**src/design/rkw_pkg.sv**
```systemverilog
// Package for the radial kernel weight core.
// Holds item types, register codes, datapath widths and the Taylor divisor table.
// Depends on nothing; every other design file imports it.
package rkw_pkg;

	localparam int CENTRE_INDEX_BITS = 16;
	localparam int VOXEL_INDEX_BITS  = 20;
	localparam int COORD_W           = 24;
	localparam int WIDTH_W           = 16;
	localparam int WEIGHT_W          = 33;
	localparam int CFG_IDX_W         = 1;
	localparam int CFG_DATA_W        = 33;

	localparam logic [WEIGHT_W-1:0] THRESHOLD_RESET = 33'd43;
	localparam logic [WEIGHT_W-1:0] ONE_Q32         = 33'h1_0000_0000;

	// Datapath widths.
	localparam int DIST_W   = 2 * (COORD_W + 1);      // squared distance
	localparam int S2_W     = 2 * WIDTH_W;            // squared width
	localparam int S46_W    = S2_W + 6;               // 46 times squared width
	localparam int DIV_STEPS = 31;                    // quotient bits
	localparam int GAUSS_PRESHIFT = 23;               // Gaussian dividend shift
	localparam int SQRT_STEPS = 31;                   // root bits
	localparam int RT_REM_W  = SQRT_STEPS + 2;
	localparam int RT_RAD_W  = 2 * SQRT_STEPS;
	localparam int TERM_W    = 35;                    // Taylor term, Q1.34
	localparam int X_W       = 29;                    // Taylor argument, Q0.29
	localparam int TAYLOR_FRAC = 29;
	localparam int ACC_W     = 36;
	localparam int RECIP_W   = 40;
	localparam int RECIP_SHIFT = 39;
	localparam int RECIP_LO_W  = 20;
	localparam int TAYLOR_TERMS = 16;
	localparam int TAYLOR_LAT   = 3;
	localparam int SQUARINGS    = 5;
	localparam int GAUSS_W      = 32;
	localparam int WEND_POLY_LAT = 6;

	localparam int GAUSS_LAT = TAYLOR_TERMS * TAYLOR_LAT + 2 + SQUARINGS;
	localparam int WEND_LAT  = SQRT_STEPS + WEND_POLY_LAT;
	localparam int WEND_PAD  = GAUSS_LAT - WEND_LAT;
	localparam int SIDE_LAT  = DIV_STEPS + GAUSS_LAT;

	// ceil(2^39 / k) for k = 1 .. 16; exact floor division for terms below 2^35.
	localparam logic [RECIP_W-1:0] TAYLOR_RECIP [TAYLOR_TERMS] = '{
		40'd549755813888, 40'd274877906944, 40'd183251937963, 40'd137438953472,
		40'd109951162778, 40'd91625968982,  40'd78536544842,  40'd68719476736,
		40'd61083979321,  40'd54975581389,  40'd49977801263,  40'd45812984491,
		40'd42288908761,  40'd39268272421,  40'd36650387593,  40'd34359738368
	};

	typedef enum logic [CFG_IDX_W-1:0] {
		REG_KERNEL_MODE      = 1'b0,
		REG_WEIGHT_THRESHOLD = 1'b1
	} cfg_reg_t;

	typedef enum logic {
		MODE_WENDLAND = 1'b0,
		MODE_GAUSSIAN = 1'b1
	} kernel_mode_t;

	typedef struct packed {
		logic [CENTRE_INDEX_BITS-1:0] centre_index;
		logic [VOXEL_INDEX_BITS-1:0]  voxel_index;
		logic signed [COORD_W-1:0]    voxel_x;
		logic signed [COORD_W-1:0]    voxel_y;
		logic signed [COORD_W-1:0]    voxel_z;
		logic signed [COORD_W-1:0]    centre_x;
		logic signed [COORD_W-1:0]    centre_y;
		logic signed [COORD_W-1:0]    centre_z;
		logic [WIDTH_W-1:0]           kernel_width;
	} pair_t;

	typedef struct packed {
		logic [CENTRE_INDEX_BITS-1:0] row_index;
		logic [VOXEL_INDEX_BITS-1:0]  column_index;
		logic [WEIGHT_W-1:0]          kernel_value;
	} result_t;

	// Per-item flags and indices that ride alongside the arithmetic.
	typedef struct packed {
		logic [CENTRE_INDEX_BITS-1:0] row;
		logic [VOXEL_INDEX_BITS-1:0]  col;
		logic                         outside;   // Wendland: r >= 1
		logic                         gzero;     // Gaussian: far tail, weight 0
		logic                         xone;      // Gaussian: zero argument, weight 1.0
	} side_t;

endpackage

```
**src/design/rkw_sq_cell.sv**
```systemverilog
// One rounded Q0.32 squaring cell of the Gaussian tail.
// Depends on rkw_pkg for widths.
module rkw_sq_cell import rkw_pkg::*; (
	input  logic               clk,
	input  logic               en,
	input  logic [GAUSS_W-1:0] e,
	output logic [GAUSS_W-1:0] e_q
);

	logic [2*GAUSS_W-1:0] prod;

	// Square plus one half LSB of the Q0.32 result, so the upper half is rounded.
	assign prod = e * e + {{GAUSS_W{1'b0}}, 1'b1, {(GAUSS_W-1){1'b0}}};

	always_ff @(posedge clk) begin
		if (en) begin
			e_q <= prod[2*GAUSS_W-1:GAUSS_W];
		end
	end

endmodule

```
**config.mk**
```make
export PLATFORM = sky130hd
export DESIGN_NAME = rkw_sq_cell
export DESIGN_NICKNAME = d
export VERILOG_FILES = /design/src/design/rkw_pkg.sv /design/src/design/rkw_sq_cell.sv
export SDC_FILE = /design/constraint.sdc
export NUM_CORES = 2
export LEC_CHECK = 0
export BUFFER_PORTS_ARGS = -buffer_cell sky130_fd_sc_hd__buf_2
export CORE_MARGIN = 2
export CORE_UTILIZATION = 60
export DETAILED_ROUTE_END_ITERATION = 12
export PLACE_DENSITY = 0.84
export SLEW_MARGIN = 20
export SYNTH_ARGS = -nofsm -noshare
export SYNTH_HDL_FRONTEND = slang
export SYNTH_SLANG_ARGS = --single-unit
```
**constraint.sdc**
```tcl
create_clock -name clk -period 26.1 [get_ports clk]
set_input_delay 2.61 -clock clk [delete_from_list [all_inputs] [get_ports clk]]
set_output_delay 2.61 -clock clk [all_outputs]
set_load 0.01 [all_outputs]
```
Word-level counts from Yosys, hierarchy flattened
Index checks and enable logic that the tools add are counted.

Output and inout port bits: 32. Bits in registers: 32. Input bits: 34. Word-level logic and storage cells: 3.

Multiply operators: 1. Add/subtract/negate cells: 1.

Operators with widths (number): $add 64x32->64 const B (1); $mul 32x32->64 (1).

Logic depth before layout (Yosys ltp)
Depth in word-level cells: 2. Mapped depth: 29. Depth with buffers taken out: 26.

Worst setup path before layout
Ideal clock, no wire load.

Path kind: input port to flip-flop. Start: in e[6]. End: reg e_q[24] (data pin). Setup time: 260 ps. Path slack: 16079 ps. Cell stages on the path: 27. Arrival: 9762 ps. Cell sequence: clkbuf_1 > clkbuf_1 > nand2_1 > fa_1 > inv_1 > fa_1 > fa_1 > inv_1 > fa_1 > inv_1 > fa_1 > fa_1 > fa_1 > inv_1 > fa_1 > inv_1 > ha_1 > buf_2 > nand4_1 > or4_4 > or3_4 > a2111oi_4 > nor4_1 > o41ai_2 > a21oi_2 > o21ai_2 > xor2_1.

Word-level cells in the longest chain between the ends: 2.

RTL lines: start, declared (RTL line rkw_sq_cell.sv:6) `input logic [GAUSS_W-1:0] e,`; $mul 32x32->64 (RTL line rkw_sq_cell.sv:13) `assign prod = e * e + {{GAUSS_W{1'b0}}, 1'b1, {(GAUSS_W-1){1'b0}}};`; $add 64x32->64 (RTL line rkw_sq_cell.sv:13); net prod[56] (RTL line rkw_sq_cell.sv:10) `logic [2*GAUSS_W-1:0] prod;`; end signal, assigned (RTL line rkw_sq_cell.sv:17) `e_q <= prod[2*GAUSS_W-1:GAUSS_W];`; end, declared (RTL line rkw_sq_cell.sv:7) `output logic [GAUSS_W-1:0] e_q`.

The timed path passes the listed nets, and every way through them passes these cells. A chain may end at the register's enable or synchronous reset.

Worst setup path in the final report
Start: in e[23]. End: reg e_q[24] (data pin).

The elaborated chain is that of the path after synthesis.

==> out/metrics.yaml <==
die:
  dieArea_um2: 52000
  fp.dieH_um: 228
  initial_core_util: 0.604
  num_rows: 82
  die-width_um: 228
  coreArea_um2: 49900
  pin_count: 66
global_route:
  grt_pass1_wl_um: 121000
  grt_max_degree: 40
  grtUsageTotal: 0.297
  antenna_found_initial: 1
  overflow: 0
  grt_pass1_vias: 23600
timing:
  setup_tns_ns: 0
  drv_slew: 0
  hold_viol: 0
  rsz0062_at_grt: "false"
  worst_slew_pin_slew_ns: 1.02
  fin_crit_sh: 0.420
  finalSetupViolCount: 0
  fin_crit_ns: 10.96
  maxSlewHeadroom: 0.322
  max_freq_mhz: 91.3
clocking:
  cts_sinks: 32
  postCtsSetupBuffers: 0
  cts_resized: 0
  clkTransAtPathRegs_ns: 0.06
  ctsHoldBuffers: 0
  clock-root-buffer: "clkbuf_16"
  cts_tree: "built"
  cts_made_buffers: 5
  htreeDepth: 2
  clk_path_buf_depth: 2
final_layout:
  num_antenna_cells: 0
  drive_gt1_frac: 0.0326
  fin_nets: 4270
  layoutNonFillerInstCount: 3803
  largest_reg_flops: 32
  num-fill-cells: 3925
  reg_top3: "e_q: 32 flops"
  design_area_um2: 31100
  regMostFlops: "e_q"
  syn2layout_area_growth_pct: 3.20
worst_hold_path:
  hold_depth: 1
  min_path_type: "in -> reg"
critical_path:
  required_ns: 26.13
  cp-start-kind: "input port"
  worstSetupEndpointType: "flop"
  critPathArrivalTime_ns: 10.99
  crit_type: "in -> reg"
  crit_fanout: 28
detailed_routing:
  ant_nets: 0
  vias: 21000
  dr.pass1.iters: 6
  drtIter0Drc: 1386
  post-route-drc-count: 0
  detail_route.wl_per_cell_um: 19.3
  wl_um: 73300
  vias_per_cell: 5.53
placement:
  dp.cells: 3796
  dp_hpwl_um: 59400
  dpl_cell_area_um2: 31000
  portBuffers: 65
  gp_congestion: 0.970
yosys:
  synth_flop_cell: "edfxtp_1"
  yosysSeqAreaShare: 0.0319
  netlist_area_um2: 30100
  synthTopCellsByCount: "inv_1, fa_1, ha_1, nand2_1, and2_1"
  ys_types: 59
  synth_area_leader_cell: "fa_1"
  synth.area.top_cells: "fa_1, ha_1, inv_1"
  yosysWarnings: 0
  synthArstFlopShare: 0
  syn-num-nets: 4296
  synth_edf_count: 32
  ys_ff_latch: 32
  synth.most_common_cell: "inv_1"
  synth_cells: 3157
  avgSynthCellArea_um2: 9.55
  yosys.area.top_type_share: 0.533
flow_run:
  maxCapViolations: 0
run_status:
  status: "complete, no violations"
-- worst max-delay path, stage by stage --
cell       delay [ns]
buf_2            0.61
inv_1            0.45
nor2_1           0.34
fa_1             0.47
fa_1             0.44
fa_1             0.55
inv_1            0.05
fa_1             0.48
inv_1            0.05
fa_1             0.48
fa_1             0.50
fa_1             0.52
inv_1            0.05
fa_1             0.48
inv_1            0.04
ha_1             0.39
nand4_1          0.25
or4_4            0.48
or3_4            0.36
a2111oi_4        0.21
nor4_1           0.18
o41ai_2          0.50
a21oi_2          0.19
o21ai_2          0.18
xor2_1           0.08
-- per-layer routing --
metal / vias to the layer above / GRT usage / wire length (um)
met5: - / 0 / 0
li1: 9054 / - / -
met4: 0 / 0.145 / 4580
met1: 10600 / 0.363 / 25800
met2: 1034 / 0.515 / 37100
met3: 278 / 0.0450 / 5880
-- path summary, 6_finish.rpt --
kind	slack [ns]	to	from
setup / recovery	15.14	e_q[24]	e[23]
hold / removal	2.94	e_q[29]	en
-- logic make-up after synthesis --
group	count (synthesis)	share of synthesized area
fa+ha+maj	1105	0.658
buf+inv	1102	0.137
flops	32	0.0319
simple gates	645	0.108
compound gates	201	0.0435
xor+xnor	68	0.0198
mux	4	0.00141
-- through the flow --
stage	utilization	hold WS [ns]	setup slack, ns
after floorplan	-	2.72	16.08
after global placement	0.621	3.02	15.17
after detailed placement	0.621	3.02	14.99
after CTS	0.624	2.95	15.30
after global routing	0.624	2.98	14.87
final	0.624	2.94	15.14
-- cell type report --
cell class	count	area, um2	area share
clock buffers	6	129	0.00414
clock inverters	1	5.00	0.000161
inverters	994	3730	0.120
multi-input cells	2023	25000	0.805
flip-flops and latches	32	961	0.0309
well taps	672	841	0.0270
repair buffers	75	400	0.0129
-- layout by cell type, fill, tap and decap left out, drive strengths merged, types with 5 or more instances in the layout --
| cell | instances |
|---|---|
| o21a | 9 |
| xor2 | 27 |
| edfxtp | 32 |
| nor3 | 12 |
| a2111oi | 5 |
| nand4 | 16 |
| nand2 | 261 |
| o21bai | 15 |
| nand3 | 11 |
| a211oi | 5 |
| a21oi | 68 |
| o211ai | 5 |
| and2 | 259 |
| buf | 75 |
| ha | 303 |
| nor2b | 7 |
| a21o | 21 |
| o21ai | 37 |
| clkbuf | 6 |
| inv | 994 |
| or2 | 6 |
| xnor2 | 41 |
| fa | 802 |
| nor2 | 55 |
| a41oi | 5 |
| a31oi | 8 |
Power is left out: the tool's default activity adds up to more than one toggle a clock period on the data nets, which glitch-free logic cannot reach.
