`src/design/rkw_pkg.sv`:
```
// Package for the radial kernel weight core.
// Holds item types, register codes, datapath widths and the Taylor divisor table.
// Depends on nothing; every other design file imports it.
package rkw_pkg;

	localparam int CENTRE_INDEX_BITS = 16;
	localparam int VOXEL_INDEX_BITS  = 20;
	localparam int COORD_W           = 24;
	localparam int WIDTH_W           = 16;
	localparam int WEIGHT_W          = 33;
	localparam int CFG_IDX_W         = 1;
	localparam int CFG_DATA_W        = 33;

	localparam logic [WEIGHT_W-1:0] THRESHOLD_RESET = 33'd43;
	localparam logic [WEIGHT_W-1:0] ONE_Q32         = 33'h1_0000_0000;

	// Datapath widths.
	localparam int DIST_W   = 2 * (COORD_W + 1);      // squared distance
	localparam int S2_W     = 2 * WIDTH_W;            // squared width
	localparam int S46_W    = S2_W + 6;               // 46 times squared width
	localparam int DIV_STEPS = 31;                    // quotient bits
	localparam int GAUSS_PRESHIFT = 23;               // Gaussian dividend shift
	localparam int SQRT_STEPS = 31;                   // root bits
	localparam int RT_REM_W  = SQRT_STEPS + 2;
	localparam int RT_RAD_W  = 2 * SQRT_STEPS;
	localparam int TERM_W    = 35;                    // Taylor term, Q1.34
	localparam int X_W       = 29;                    // Taylor argument, Q0.29
	localparam int TAYLOR_FRAC = 29;
	localparam int ACC_W     = 36;
	localparam int RECIP_W   = 40;
	localparam int RECIP_SHIFT = 39;
	localparam int RECIP_LO_W  = 20;
	localparam int TAYLOR_TERMS = 16;
	localparam int TAYLOR_LAT   = 3;
	localparam int SQUARINGS    = 5;
	localparam int GAUSS_W      = 32;
	localparam int WEND_POLY_LAT = 6;

	localparam int GAUSS_LAT = TAYLOR_TERMS * TAYLOR_LAT + 2 + SQUARINGS;
	localparam int WEND_LAT  = SQRT_STEPS + WEND_POLY_LAT;
	localparam int WEND_PAD  = GAUSS_LAT - WEND_LAT;
	localparam int SIDE_LAT  = DIV_STEPS + GAUSS_LAT;

	// ceil(2^39 / k) for k = 1 .. 16; exact floor division for terms below 2^35.
	localparam logic [RECIP_W-1:0] TAYLOR_RECIP [TAYLOR_TERMS] = '{
		40'd549755813888, 40'd274877906944, 40'd183251937963, 40'd137438953472,
		40'd109951162778, 40'd91625968982,  40'd78536544842,  40'd68719476736,
		40'd61083979321,  40'd54975581389,  40'd49977801263,  40'd45812984491,
		40'd42288908761,  40'd39268272421,  40'd36650387593,  40'd34359738368
	};

	typedef enum logic [CFG_IDX_W-1:0] {
		REG_KERNEL_MODE      = 1'b0,
		REG_WEIGHT_THRESHOLD = 1'b1
	} cfg_reg_t;

	typedef enum logic {
		MODE_WENDLAND = 1'b0,
		MODE_GAUSSIAN = 1'b1
	} kernel_mode_t;

	typedef struct packed {
		logic [CENTRE_INDEX_BITS-1:0] centre_index;
		logic [VOXEL_INDEX_BITS-1:0]  voxel_index;
		logic signed [COORD_W-1:0]    voxel_x;
		logic signed [COORD_W-1:0]    voxel_y;
		logic signed [COORD_W-1:0]    voxel_z;
		logic signed [COORD_W-1:0]    centre_x;
		logic signed [COORD_W-1:0]    centre_y;
		logic signed [COORD_W-1:0]    centre_z;
		logic [WIDTH_W-1:0]           kernel_width;
	} pair_t;

	typedef struct packed {
		logic [CENTRE_INDEX_BITS-1:0] row_index;
		logic [VOXEL_INDEX_BITS-1:0]  column_index;
		logic [WEIGHT_W-1:0]          kernel_value;
	} result_t;

	// Per-item flags and indices that ride alongside the arithmetic.
	typedef struct packed {
		logic [CENTRE_INDEX_BITS-1:0] row;
		logic [VOXEL_INDEX_BITS-1:0]  col;
		logic                         outside;   // Wendland: r >= 1
		logic                         gzero;     // Gaussian: far tail, weight 0
		logic                         xone;      // Gaussian: zero argument, weight 1.0
	} side_t;

endpackage

```
`src/design/rkw_div_cell.sv`:
```
// One restoring-division cell: produces one quotient bit per cycle while enabled.
// Depends on rkw_pkg for widths.
module rkw_div_cell import rkw_pkg::*; (
	input  logic                 clk,
	input  logic                 en,
	input  logic [S2_W-1:0]      rem,
	input  logic [DIV_STEPS-1:0] numer,
	input  logic [DIV_STEPS-1:0] quot,
	input  logic [S2_W-1:0]      divisor,
	output logic [S2_W-1:0]      rem_q,
	output logic [DIV_STEPS-1:0] numer_q,
	output logic [DIV_STEPS-1:0] quot_q,
	output logic [S2_W-1:0]      divisor_q
);

	logic [S2_W:0] trial;
	logic [S2_W:0] diff;
	logic          ge;

	always_comb begin
		trial = {rem, numer[DIV_STEPS-1]};
		diff  = trial - {1'b0, divisor};
		ge    = trial >= {1'b0, divisor};
	end

	always_ff @(posedge clk) begin
		if (en) begin
			rem_q     <= ge ? diff[S2_W-1:0] : trial[S2_W-1:0];
			numer_q   <= {numer[DIV_STEPS-2:0], 1'b0};
			quot_q    <= {quot[DIV_STEPS-2:0], ge};
			divisor_q <= divisor;
		end
	end

endmodule

```
`config.mk`:
```
export PLATFORM = sky130hd
export DESIGN_NAME = rkw_div_cell
export DESIGN_NICKNAME = d
export VERILOG_FILES = /design/src/design/rkw_pkg.sv /design/src/design/rkw_div_cell.sv
export SDC_FILE = /design/constraint.sdc
export NUM_CORES = 1
export LEC_CHECK = 0
export BUFFER_PORTS_ARGS = -buffer_cell sky130_fd_sc_hd__buf_2
export CAP_MARGIN = 20
export CORE_MARGIN = 5
export CORE_UTILIZATION = 51
export DETAILED_ROUTE_END_ITERATION = 10
export GPL_TIMING_DRIVEN = 0
export PLACE_DENSITY_LB_ADDON = 0.05
export SLEW_MARGIN = 5
export SYNTH_ARGS = -nofsm -noshare
export SYNTH_HDL_FRONTEND = slang
export SYNTH_SLANG_ARGS = --single-unit
```
`constraint.sdc`:
```
create_clock -name clk -period 6.97 [get_ports clk]
set_clock_uncertainty 0.05 [all_clocks]
set_input_delay 2.091 -clock clk [delete_from_list [all_inputs] [get_ports clk]]
set_output_delay 2.091 -clock clk [all_outputs]
set_load 0.05 [all_outputs]
```
## Word-level counts from Yosys, hierarchy flattened

Cells that the tools add are included.

| word-level totals | value |
|---|---|
| logic and storage cells | 7 |
| output and inout port bits | 126 |
| input port bits | 128 |
| flip-flop bits (word level) | 125 |

| cells by class | value |
|---|---|
| muxes and demuxes | 1 |
| $lt $le $gt $ge | 1 |
| add/subtract/negate cells | 1 |

Operators by type and width:

| operator | count |
|---|---|
| 33-bit by 32-bit >= comparator with 1-bit output | 1 |
| 32-bit two-way mux | 1 |
| 32-bit subtractor | 1 |

## Logic depth before layout (Yosys ltp)

| logic depth | value |
|---|---|
| word-level depth | 2 |
| mapped depth | 13 |
| mapped depth without buffers | 11 |

## Least setup slack after synthesis

No wires, ideal clock.

| path | value |
|---|---|
| path type | input to register |
| from | in divisor[23] |
| to | reg rem_q[14] (data pin) |
| buffers on the path | 2 |
| setup time | 0.260 ns |
| data required time | 6.660 ns |
| stages | 11 |
| arrival | 4.183 ns |
| path slack | 2.477 ns |
| path through | inv_1 -> ha_1 -> buf_6 -> and3_1 -> o21a_1 -> a311oi_2 -> o21ai_1 -> or3b_1 -> o21a_1 -> buf_6 -> mux2_4 |

| on the way | value |
|---|---|
| word-level cells in the longest chain between the ends | 2 |

Ends and longest elaborated chain:

| element | line | source |
|---|---|---|
| start: declaration | rkw_div_cell.sv:9 | `input logic [S2_W-1:0] divisor,` |
| 33-bit by 32-bit >= comparator with 1-bit output | rkw_div_cell.sv:23 | `ge = trial >= {1'b0, divisor};` |
| 32-bit two-way mux | rkw_div_cell.sv:28 | `rem_q <= ge ? diff[S2_W-1:0] : trial[S2_W-1:0];` |
| end signal: assignment | rkw_div_cell.sv:28 |  |
| end: declaration | rkw_div_cell.sv:10 | `output logic [S2_W-1:0] rem_q,` |

No other way between the ends.
A chain may end at the register's enable or synchronous reset.

## Worst setup path after layout

| path | value |
|---|---|
| from | in divisor[2] |
| to | reg rem_q[31] (data pin) |

| on the way | value |
|---|---|
| word-level cells in the longest chain between the ends | 2 |
| elaborated cells on any way between the ends | 3 |
| classes of those cells | add/sub (1); order compare (1); mux (1) |

Ends and longest elaborated chain:

| element | line |
|---|---|
| 32-bit subtractor / 33-bit by 32-bit >= comparator with 1-bit output (equally long branches) | rkw_div_cell.sv:22, rkw_div_cell.sv:23 |
| 32-bit two-way mux (*) | rkw_div_cell.sv:28 |

Mark *: on every way between the ends. The rest lies on a longest branch, timed or not.

==> impl_metrics.ini <==
[status]
outcome = finished clean

[finish]
utilization_pct = 68.7
insertedDiodeCount = 0
fillerInstances = 887
layout.area.seq_mm2 = 0.00375
area_of_the_multi_input_gates_mm2 = 0.00205
syn_to_final_growth_pct = 33.7
layout-drive-gt1-share_pct = 39.6
final_nets = 918

[critical_path]
worst-setup-path-type = in2reg
critical_path.cell_chain = buf_2 > inv_1 > ha_1 > o21ai_0 > a21oi_1 > a2111oi_0 > nor2_1 > a2111oi_0 > o31ai_1 > xor2_1 > mux2_4
cp.depth = 11
timing.critical_path.fanout_max = 5
cpPeakStageDelay_ns = 0.57
arrival_ns = 4.78
critical_path.n_buffers_inverters = 2
cp_common_cell = a2111oi_0
worst_ep_required_time_ns = 7.08
setup.worst_path.start_class = input port
critPathTopFamily = compound AO/OA/AOI/OAI gates
worst_setup_path_startpoint = divisor[2]
critical_path.endpoint_type = flop
critical-path-slowest-cell = a2111oi_0
worst_setup_path_endpoint = rem_q[31]

[synth]
most_common_flop_cell_mapped_by_yosys = edfxtp_1
post_synth_num_cell_types = 50
synth.net_count = 647
postSynth.asyncResetShare_pct = 0
netlist_area_before_placement_mm2 = 0.00609
total_of_flip_flops_plus_latches_after_synthesis = 125
avg_cell_area_syn_um2 = 12.5
synthDominantCellAreaShare_pct = 61.6
synth_sequential_area_ratio_pct = 61.6
dominant_cells_by_area_after_synthesis = edfxtp_1, ha_1, a21oi_1, inv_1, xnor2_1
synth_enable_flop_cells = 125
yosys_warnings = 0
library_cell_with_the_largest_summed_area_after_synthesis = edfxtp_1
post_synth_inst_count = 486

[drt]
drt-vias-per-instance = 5.12
drtPass1Iterations = 4
totalWireLength_um = 15600
dr_total_vias = 4699
count_of_unresolved_drc_violations_after_routing = 0
routed_wire_length_per_instance_um = 17.0
final_antenna_net_count = 0
first_iter_violations = 317

[clock_tree]
clk_root_buffer_cell = clkbuf_16
tritoncts = built
cts.clk_slew.worst_paths_ns = 0.05
ctsResizeCount = 0
post-cts-setup-buffers = 0
cts_hold_repair.buffers = 0
cts_buffer_depth = 2
cts.htree.levels = 4
clkSinkCount = 125
numCtsBuffers = 17

[min_path]
worst_hold_path_type = in2reg
hold_path_startpoint = quot[26]

[timing]
fin_tns_setup_ns = 0
max_freq_mhz = 214
rsz_0062_raised_after_global_routing = false
worst_slew_margin_rel_pct = 54.4
worst_hold_slack_after_final_layout_ns = 1.80
timing.final.setup_violations = 0
period_needed_ns = 4.67
timing_max_transition_violations_final = 0
layout_worst_path_cycle_share_pct = 67.0
finalHoldViolations = 0
worst-slew-pin-transition_ns = 0.682

[power_and_ir_drop]
max-vdd-ir-drop_v = 0.000156
power.density_cell_area_mw_per_mm2 = 302
switching_share_pct = 32.2
seqPwrFrac_pct = 38.1
total_power_mw = 2.46
pwr-share-comb_pct = 26.4
static-leakage-power_nw = 3.69
clockPowerShare_pct = 35.5
power.net_switching_mw = 0.792
internal_power_mw = 1.67

[die]
placementRows = 40
floorplan_die_area_mm2 = 0.0142
dieHeight_um = 119
coreArea_mm2 = 0.0119
top_level_ports = 254
floorplan.initialDensity_pct = 51.4
die_w_um = 119

[global_routing]
antenna_found_initial = 0
grt-ovfl-total = 0
largest_net_degree_at_the_start_of_global_routing = 83
global_route_wire_length_before_repair_um = 24200
first_global_vias = 4760
grt.total_usage_pct = 21.9

[place]
total_of_buffers_placed_on_input_and_output_ports = 251
gp_congestion = 0.963
hpwl_um = 12100

[flow_run]
drv_cap = 0
[power by group through the flow]
stage	registers, mW	logic (mW)	clock network, mW
floorplan	1.23	0.201	0
global placement	0.953	0.642	0
detailed placement	0.952	0.649	0
CTS	0.938	0.653	0.890
global route	0.944	0.692	0.926
finish	0.937	0.648	0.873
[how the worst min path moves through the flow]
stage                   end  slack [ns]  cells after the start
6_report         quot_q[27]        1.80                      1
5_1_grt          quot_q[27]        1.78                      1
4_1_cts         numer_q[19]        1.79                      1
3_5_place_dp     quot_q[27]        2.22                      1
3_3_place_gp    numer_q[23]        2.22                      1
2_1_floorplan  divisor_q[0]        2.14                      0
[cells in the mapped netlist, types with 2 or more instances]
cell and instances:
nor4b_1 2, buf_4 2, nor2b_1 2, o21bai_1 5
and3_1 2, nand4_1 8, buf_6 5, nand2_1 24
nor3_1 3, o211ai_1 2, ha_1 32, nand3_1 8
mux2i_1 2, nand4b_1 2, a21o_1 8, nor2_1 37
mux2_4 8, o21ai_1 4, o21a_1 6, a2111oi_0 3
inv_1 46, a211oi_1 3, or3_1 2, nand2b_1 7
a21oi_1 54, a31o_2 2, edfxtp_1 125, and2_1 3
xor2_1 10, o21ai_0 17, xnor2_1 16, buf_2 5
clkbuf_1 6, a31oi_1 2, o31ai_1 7, or2_2 2
[stage by stage]
stage	cells	area [um2]	setup slack, ns
6_report	917	8150	2.30
2_1_floorplan	486	6090	2.48
3_3_place_gp	884	7530	2.03
4_1_cts	917	8150	2.38
5_1_grt	917	8150	2.04
3_5_place_dp	885	7570	2.04
[area by class of cell]
| type | count | area share (%) |
|---|---|---|
| flip-flops and latches | 125 | 46.1 |
| multi-input cells | 297 | 25.1 |
| repair buffers | 252 | 15.8 |
| clock buffers | 21 | 5.41 |
| well taps | 147 | 2.26 |
| inverters | 46 | 2.12 |
| clock inverters | 11 | 1.74 |
| plain buffers | 18 | 1.46 |
[state kept, by name, indices dropped and copies added (netlist names)]
register   flops
divisor_q     32
rem_q         32
quot_q        31
numer_q       30
[layout by cell type, fill, tap and decap left out, types with 8 or more instances in the layout]
cell,instances
o21ai_0,17
nor2_1,37
nand3_1,8
clkbuf_1,10
nand4_1,8
clkbuf_16,17
edfxtp_1,125
xor2_1,10
nand2_1,24
a21o_1,8
a21oi_1,54
inv_1,46
mux2_4,8
buf_2,255
xnor2_1,16
ha_1,32
[per-layer routing]
layer / share of wire [%] / up-vias / GRT usage (%)
li1: - / 2334 / -
met1: 38 / 2167 / 23.9
met2: 52 / 181 / 39.6
met3: 9.0 / 17 / 7.79
met4: 1.2 / 0 / 6.80
met5: 0 / - / 0
[logic make-up (layout without fill, tap and decap cells)]
family / count (synthesis) / in the layout / synth area share (%)
simple gates: 107 / 107 / 8.59
flops: 125 / 125 / 61.6
fa+ha+maj: 33 / 33 / 6.90
xor+xnor: 26 / 26 / 3.74
compound gates: 120 / 120 / 12.0
other cells: 1 / 1 / 0.0616
buf+inv: 64 / 348 / 4.79
mux: 10 / 10 / 2.30
Power figures use the tool's default switching activity.
