[src/design/rkw_pkg.sv]
// Package for the radial kernel weight core.
// Holds item types, register codes, datapath widths and the Taylor divisor table.
// Depends on nothing; every other design file imports it.
package rkw_pkg;

	localparam int CENTRE_INDEX_BITS = 16;
	localparam int VOXEL_INDEX_BITS  = 20;
	localparam int COORD_W           = 24;
	localparam int WIDTH_W           = 16;
	localparam int WEIGHT_W          = 33;
	localparam int CFG_IDX_W         = 1;
	localparam int CFG_DATA_W        = 33;

	localparam logic [WEIGHT_W-1:0] THRESHOLD_RESET = 33'd43;
	localparam logic [WEIGHT_W-1:0] ONE_Q32         = 33'h1_0000_0000;

	// Datapath widths.
	localparam int DIST_W   = 2 * (COORD_W + 1);      // squared distance
	localparam int S2_W     = 2 * WIDTH_W;            // squared width
	localparam int S46_W    = S2_W + 6;               // 46 times squared width
	localparam int DIV_STEPS = 31;                    // quotient bits
	localparam int GAUSS_PRESHIFT = 23;               // Gaussian dividend shift
	localparam int SQRT_STEPS = 31;                   // root bits
	localparam int RT_REM_W  = SQRT_STEPS + 2;
	localparam int RT_RAD_W  = 2 * SQRT_STEPS;
	localparam int TERM_W    = 35;                    // Taylor term, Q1.34
	localparam int X_W       = 29;                    // Taylor argument, Q0.29
	localparam int TAYLOR_FRAC = 29;
	localparam int ACC_W     = 36;
	localparam int RECIP_W   = 40;
	localparam int RECIP_SHIFT = 39;
	localparam int RECIP_LO_W  = 20;
	localparam int TAYLOR_TERMS = 16;
	localparam int TAYLOR_LAT   = 3;
	localparam int SQUARINGS    = 5;
	localparam int GAUSS_W      = 32;
	localparam int WEND_POLY_LAT = 6;

	localparam int GAUSS_LAT = TAYLOR_TERMS * TAYLOR_LAT + 2 + SQUARINGS;
	localparam int WEND_LAT  = SQRT_STEPS + WEND_POLY_LAT;
	localparam int WEND_PAD  = GAUSS_LAT - WEND_LAT;
	localparam int SIDE_LAT  = DIV_STEPS + GAUSS_LAT;

	// ceil(2^39 / k) for k = 1 .. 16; exact floor division for terms below 2^35.
	localparam logic [RECIP_W-1:0] TAYLOR_RECIP [TAYLOR_TERMS] = '{
		40'd549755813888, 40'd274877906944, 40'd183251937963, 40'd137438953472,
		40'd109951162778, 40'd91625968982,  40'd78536544842,  40'd68719476736,
		40'd61083979321,  40'd54975581389,  40'd49977801263,  40'd45812984491,
		40'd42288908761,  40'd39268272421,  40'd36650387593,  40'd34359738368
	};

	typedef enum logic [CFG_IDX_W-1:0] {
		REG_KERNEL_MODE      = 1'b0,
		REG_WEIGHT_THRESHOLD = 1'b1
	} cfg_reg_t;

	typedef enum logic {
		MODE_WENDLAND = 1'b0,
		MODE_GAUSSIAN = 1'b1
	} kernel_mode_t;

	typedef struct packed {
		logic [CENTRE_INDEX_BITS-1:0] centre_index;
		logic [VOXEL_INDEX_BITS-1:0]  voxel_index;
		logic signed [COORD_W-1:0]    voxel_x;
		logic signed [COORD_W-1:0]    voxel_y;
		logic signed [COORD_W-1:0]    voxel_z;
		logic signed [COORD_W-1:0]    centre_x;
		logic signed [COORD_W-1:0]    centre_y;
		logic signed [COORD_W-1:0]    centre_z;
		logic [WIDTH_W-1:0]           kernel_width;
	} pair_t;

	typedef struct packed {
		logic [CENTRE_INDEX_BITS-1:0] row_index;
		logic [VOXEL_INDEX_BITS-1:0]  column_index;
		logic [WEIGHT_W-1:0]          kernel_value;
	} result_t;

	// Per-item flags and indices that ride alongside the arithmetic.
	typedef struct packed {
		logic [CENTRE_INDEX_BITS-1:0] row;
		logic [VOXEL_INDEX_BITS-1:0]  col;
		logic                         outside;   // Wendland: r >= 1
		logic                         gzero;     // Gaussian: far tail, weight 0
		logic                         xone;      // Gaussian: zero argument, weight 1.0
	} side_t;

endpackage

[src/design/rkw_sqrt_cell.sv]
// One digit-by-digit square root cell: consumes two radicand bits, yields one root bit.
// Depends on rkw_pkg for widths.
module rkw_sqrt_cell import rkw_pkg::*; (
	input  logic                  clk,
	input  logic                  en,
	input  logic [RT_REM_W-1:0]   rem,
	input  logic [RT_RAD_W-1:0]   rad,
	input  logic [SQRT_STEPS-1:0] root,
	output logic [RT_REM_W-1:0]   rem_q,
	output logic [RT_RAD_W-1:0]   rad_q,
	output logic [SQRT_STEPS-1:0] root_q
);

	logic [RT_REM_W+1:0] cur;
	logic [RT_REM_W+1:0] trial;
	logic [RT_REM_W+1:0] diff;
	logic                ge;

	always_comb begin
		cur   = {rem, rad[RT_RAD_W-1 -: 2]};
		trial = {2'b00, root, 2'b01};
		diff  = cur - trial;
		ge    = cur >= trial;
	end

	always_ff @(posedge clk) begin
		if (en) begin
			rem_q  <= ge ? diff[RT_REM_W-1:0] : cur[RT_REM_W-1:0];
			rad_q  <= {rad[RT_RAD_W-3:0], 2'b00};
			root_q <= {root[SQRT_STEPS-2:0], ge};
		end
	end

endmodule

[config.mk]
export PLATFORM = sky130hd
export DESIGN_NAME = rkw_sqrt_cell
export DESIGN_NICKNAME = d
export VERILOG_FILES = /design/src/design/rkw_pkg.sv /design/src/design/rkw_sqrt_cell.sv
export SDC_FILE = /design/constraint.sdc
export NUM_CORES = 1
export LEC_CHECK = 0
export ABC_AREA = 1
export CAP_MARGIN = 20
export CORE_MARGIN = 2
export CORE_UTILIZATION = 30
export DETAILED_ROUTE_END_ITERATION = 8
export DONT_BUFFER_PORTS = 1
export PLACE_DENSITY_LB_ADDON = 0.08
export SYNTH_ARGS = -nofsm -noshare
export SYNTH_HDL_FRONTEND = slang
export SYNTH_SLANG_ARGS = --single-unit
[constraint.sdc]
create_clock -name clk -period 3.2 [get_ports clk]
set_input_delay 0.96 -clock clk [delete_from_list [all_inputs] [get_ports clk]]
set_output_delay 0.96 -clock clk [all_outputs]
set_load 0.02 [all_outputs]
## After elaboration in Yosys (flattened, before gate mapping)

Index checks and enable logic that the tools add are counted.

| storage, ports and cells | value |
|---|---|
| register bits after elaboration | 124 |
| input bits | 128 |
| logic and storage cells | 6 |

| operators by class | value |
|---|---|
| add/sub/neg operators | 1 |
| order comparisons | 1 |
| muxes and demuxes | 1 |

Operators by type and width:

| kind | count |
|---|---|
| $ge 35x33->1 | 1 |
| $mux 33 | 1 |
| $sub 33x33->33 | 1 |

## Depth between registers and ports, before layout

Gate-level depths: netlist of the first run.

| logic depth | value |
|---|---|
| depth in word-level cells | 2 |
| mapped depth | 15 |

## Least setup slack after synthesis of the first run

Ideal clock, no wire load.

| timing path | value |
|---|---|
| kind | input port to flip-flop |
| start point | in root[28] |
| end point | reg rem_q[25] (data pin) |
| arrival time | 2.289 ns |
| required time | 2.948 ns |
| path slack | 0.658 ns |
| stages | 12 |
| buffers on the path | 1 |
| cell sequence | inv_1 ha_1 nand2_1 inv_1 a21oi_1 nand2b_1 nand3_2 nor2_4 nand2_8 buf_12 nand3_2 nand2_1 |

| on the way | value |
|---|---|
| cells in the longest elaborated chain, start to end | 2 |

Ends and longest elaborated chain:

| element | line | source |
|---|---|---|
| from (decl) | rkw_sqrt_cell.sv:8 | `input logic [SQRT_STEPS-1:0] root,` |
| $ge 35x33->1 | rkw_sqrt_cell.sv:23 | `ge = cur >= trial;` |
| $mux 33 | rkw_sqrt_cell.sv:28 | `rem_q <= ge ? diff[RT_REM_W-1:0] : cur[RT_REM_W-1:0];` |
| to (signal assigned) | rkw_sqrt_cell.sv:28 |  |
| to (decl) | rkw_sqrt_cell.sv:9 | `output logic [RT_REM_W-1:0] rem_q,` |

Every way passes these cells.
A chain may end at the register's enable or synchronous reset.

## Worst setup path in the final report of the first run

| timing path | value |
|---|---|
| start point | in root[27] |
| end point | reg rem_q[18] (data pin) |

Same word-level chain as after synthesis.

==> results of run 1 <==
-- routing by layer --
layer,up-vias,GRT usage,wire (um)
met1,2325,0.194,8880
met3,5,0.0474,1280
met5,-,0,0
li1,2608,-,-
met4,0,0.0364,115
met2,171,0.290,10100
-- flip-flops by register name, summed over array words and instances, names as in the netlist --
signal,count
rad_q,60
rem_q,33
root_q,31
-- cells by family after synthesis --
logic type / count (synthesis) / synth area share
adders and majority gates: 33 / 0.0585
other: 1 / 0.000531
and+or+nand+nor: 443 / 0.279
AOI/OAI and AO/OA: 23 / 0.0170
DFF: 124 / 0.527
xor gates and xnor gates: 14 / 0.0174
buffers and inverters: 176 / 0.101
-- layout make-up --
| class | count | area (sq um) | area share |
|---|---|---|---|
| tap | 319 | 399 | 0.0495 |
| multi-input combinational | 515 | 2630 | 0.326 |
| inverter | 165 | 619 | 0.0767 |
| clock buffer | 18 | 429 | 0.0532 |
| sequential | 124 | 3720 | 0.461 |
| clock inverter | 14 | 231 | 0.0287 |
| timing repair buffer | 5 | 37.5 | 0.00465 |
-- cell usage in the layout, fill, tap and decap left out --
cell type / instances
and2_1: 3
nor2_4: 1
and3_1: 1
o21bai_1: 1
buf_4: 5
nand2_1: 291
nand2_2: 4
conb_1: 2
inv_6: 5
nand4_1: 5
edfxtp_1: 124
a21oi_1: 20
or2_2: 1
clkbuf_1: 1
xnor2_1: 1
nand3_2: 16
inv_2: 9
bufinv_16: 5
xor2_1: 13
nand2_4: 1
nand2_8: 1
nand2b_1: 1
o21ai_0: 1
clkinv_4: 3
nor2_1: 35
inv_1: 156
nor2_2: 7
clkbuf_16: 17
nand3b_1: 9
inv_8: 1
nor3_1: 9
ha_1: 33
a211oi_1: 1
nand3_1: 58
-- power by group --
| group | switching [mW] | internal (mW) | total (mW) |
|---|---|---|---|
| Sequential | 0.264 | 2.00 | 2.26 |
| Clock | 0.800 | 1.41 | 2.21 |
| Combinational | 0.416 | 0.206 | 0.622 |
-- per-stage QoR --
stage / std cells / area [sq um]
floorplan: 815 / 7060
global placement: 1128 / 7410
detailed placement: 1128 / 7410
CTS: 1160 / 8070
global route: 1160 / 8070
finish: 1160 / 8070
-- how the worst max path moves through the flow --
stage | from | end | depth (start not counted)
2_1_floorplan | root[28] | rem_q[25] | 12
6_report | root[27] | rem_q[18] | 11
5_1_grt | root[27] | rem_q[18] | 11
3_3_place_gp | root[27] | rem_q[29] | 11
4_1_cts | root[27] | rem_q[1] | 11
3_5_place_dp | root[27] | rem_q[18] | 11
==> results.cfg, run 1 <==
[worst_hold_path]
whs_path_depth = 0
hp-start = root[21]
hold_end = root_q[22]
hold_path_class = primary input to flip-flop

[timing]
tns_ps = 0
finalHoldViolations = 0
setup_viol = 0
slew_viol_final = 0
min_period_ps = 2620
period_share = 0.819
fmaxAchievable_mhz = 382
whs_ps = 629
rsz0062_at_grt = no
fin_ws_ps = 580

[synth]
yosys-top-cells-area = edfxtp_1 (53%), nand2_1 (15%), inv_1 (8.3%)
async_flop_share = 0
synth.largest_area_cell = edfxtp_1
ys_ff_latch = 124
yosysMostFrequentCell = nand2_1
yosysWarnings = 0
synth_cells = 814
synth_area_sq_mm = 0.00706
synth-main-ff-cell = edfxtp_1
yosysUniqueCellTypes = 32
yosysTopAreaCellShare = 0.527
synth_common_cells = nand2_1 (291), inv_1 (156), edfxtp_1 (124)
synth_edf_count = 124
avgSynthCellArea_sq_um = 8.67
yosysSeqAreaShare = 0.527

[die]
io_pins = 254
start_util = 0.304
die_y_um = 157
fp-row-count = 56
die_w_um = 157
die_area_sq_mm = 0.0248
core_sq_mm = 0.0233

[global_route]
grt_pass1_wl_um = 29700
grt_use_total = 0.163
grt-ovfl-total = 0
grt_max_degree = 125
grt_pass1_vias = 5150
antenna_found_initial = 0

[clock_tree]
root_buffer = clkbuf_16
post_cts_buffers = 0
cts-resized-gates = 0
cts-htree-levels = 4
cts_hold_buf = 0
clk_pin_slew_ps = 70
clockBufferDepth = 2
cts_tree = yes
cts_buffers = 17
cts.sinks = 124

[critical_path]
critPathCaptureType = flip-flop
cp-start-kind = primary input
crit_path_max_fanout = 35
critPathTopFamily = simple AND/OR/NAND/NOR gates
worstPathArrival_ps = 2770
timing_worst_setup_path_type = primary input to flip-flop
critical_path.max_stage_delay_ps = 340
path_cells = inv_1, ha_1, nand2_1, inv_1, a21oi_1, nand2b_1, nand3_2, nor2_4, nand2_8, nand3_2, nand2_1
cpMaxStageDelayCell = ha_1
path_buf_inv = 2
worst_ep_required_time_ps = 3350

[routing]
drt_wl_total_um = 20400
drt_iter0_drc = 272
viasPerCell = 4.40
dr.pass1.iters = 4
ant_nets = 0
wire_per_inst_um = 17.6
drcViolationCount = 0
vias = 5109

[place]
dpl_worst_slack_ps = 139
place.gp.congestion = 0.856
dpl.hpwl_um = 16000
port_buffers = 0

[layout]
diodes = 0
layout-drive-gt1-share = 0.0904
area_growth_pct = 14.3
final_nets = 989
num-fill-cells = 2486
final_util = 0.347

[power_and_ir_drop]
p_leak_nw = 3.84
ir_drop_uv = 287
powerDensity_mw_per_mm2 = 631
power_mw = 5.09

[outcome]
run_status = finished, final reports clean

[flow_run]
max_cap_violations = 0
No activity file was read; power rests on OpenSTA's default activity.
==> run 2, diff against run 1 <==
- clock period: 3.2 -> 2.5 ns (I/O delays scaled with it)
==> run 2 against run 1 <==
Against the previous run:
- clock power increased by 26%
- design area increased by 9.0%
- via count increased by 6.6%
- global-route usage increased by 0.54 points
- hold slack got worse by 200 ps
- die area unchanged
- final cell count increased by 7.5%
- core utilization increased by 3.1 points
- routed wire length increased by 1.9%
- sequential share of layout area decreased by 3.8 points
- largest power group unchanged
==> results.cfg, run 2 (same netlist as run 1, synthesis figures left out) <==
[timing]
finalHoldViolations = 0
period_share = 0.892
setup_viol = 0
min_period_ps = 2230
rsz0062_at_grt = no
fin_ws_ps = 270
whs_ps = 426
slew_viol_final = 0
fmaxAchievable_mhz = 449

[place]
place.gp.congestion = 0.864
dpl.hpwl_um = 16600
dpl_worst_slack_ps = -181
port_buffers = 0
dpl-instance-area_sq_mm = 0.00814

[layout]
num-fill-cells = 2451
largest_register_ffs = 60
final_common_cell = nand2_1
mostFrequentLayoutCells = nand2_1 (291), inv_1 (156), edfxtp_1 (124)
layout-drive-gt1-share = 0.176
final_nets = 1076
area_growth_pct = 24.6
largest_register = rad_q
fin_area_sq_mm = 0.00880
top_regs = rad_q: 60 flops, rem_q: 33 flops, root_q: 31 flops
diodes = 0

[global_route]
use_met3 = 0.0501
grt_pass1_wl_um = 30900
grt_use_total = 0.168
grt_max_degree = 125
grt-ovfl-total = 0
busiest_layer = met2
grt_util_met2 = 0.289
antenna_found_initial = 0
grt_pass1_vias = 5515
met1_usage = 0.201

[critical_path]
cp-start-kind = primary input
crit_path_max_fanout = 15
worst_ep_required_time_ps = 2660
worstPathArrival_ps = 2390
critPathCaptureType = flip-flop
timing_worst_setup_path_type = primary input to flip-flop

[routing]
viasPerCell = 4.37
vias = 5448
wire_per_inst_um = 16.7
dr.pass1.iters = 4
ant_nets = 0
drt_iter0_drc = 243
drcViolationCount = 0
drt_wl_total_um = 20800

[clock_tree]
root_buffer = clkbuf_16
cts_tree = yes
cts_hold_buf = 0
clockBufferDepth = 2
clk_pin_slew_ps = 60
cts-resized-gates = 0
post_cts_buffers = 0
cts_buffers = 17
cts-htree-levels = 4
cts.sinks = 124

[power_and_ir_drop]
power_mw = 6.69
p_int_mw = 4.78
p_leak_nw = 4.29
powerDensity_mw_per_mm2 = 760
seq_power_share = 0.433
combPwrFrac = 0.150
p_sw_mw = 1.90
switching_share = 0.285
ir_drop_uv = 348
clkPwrFrac = 0.417

[die]
io_pins = 254
die_w_um = 157
die_y_um = 157
start_util = 0.304
die_area_sq_mm = 0.0248
core_sq_mm = 0.0233
fp-row-count = 56

[outcome]
run_status = finished, final reports clean

[worst_hold_path]
hold_path_class = primary input to flip-flop

[flow_run]
max_cap_violations = 0
-- run 2: critical path, cell delays in order --
cell and delay, ps:
inv_1 20, ha_1 330, nand2_1 90, nand2_1 80, a21oi_1 180, nand2b_1 150
nand3_2 100, nor2_4 210, nand2_8 180, buf_12 190, nand2_1 60, nand2_1 50
-- run 2: area by class of cell --
type	count	area [sq um]	share of cell area
multi-input combinational	515	2630	0.299
tap	319	399	0.0454
inverter	165	619	0.0704
clock inverter	14	229	0.0260
sequential	124	3720	0.423
timing repair buffer	92	766	0.0871
clock buffer	18	429	0.0488
-- run 2: power by group through the flow --
stage / registers (mW) / logic, mW / clock network (mW)
after floorplan: 2.90 / 0.606 / 0
after global placement: 2.95 / 1.02 / 0
after detailed placement: 2.95 / 1.02 / 0
after CTS: 2.90 / 1.02 / 2.88
after global routing: 2.92 / 1.14 / 2.97
final: 2.90 / 1.00 / 2.79
-- run 2: layer usage --
layer / share of wire / up-vias
li1: - / 2776
met1: 0.43 / 2447
met2: 0.48 / 208
met3: 0.074 / 17
met4: 0.017 / 0
met5: 0 / -
-- run 2: final timing paths --
kind,from,end,slack [ps],cells past startpoint
worst max-delay path,root[26],rem_q[16],270,12
worst min-delay path,root[1],root_q[2],430,0
-- run 2: through the flow --
stage | instances | utilization | setup TNS, ps
after global placement | 1215 | 0.350 | -4030
after floorplan | 815 | - | 0
final | 1247 | 0.378 | 0
after global routing | 1247 | 0.378 | 0
after CTS | 1247 | 0.378 | 0
after detailed placement | 1215 | 0.350 | -4480
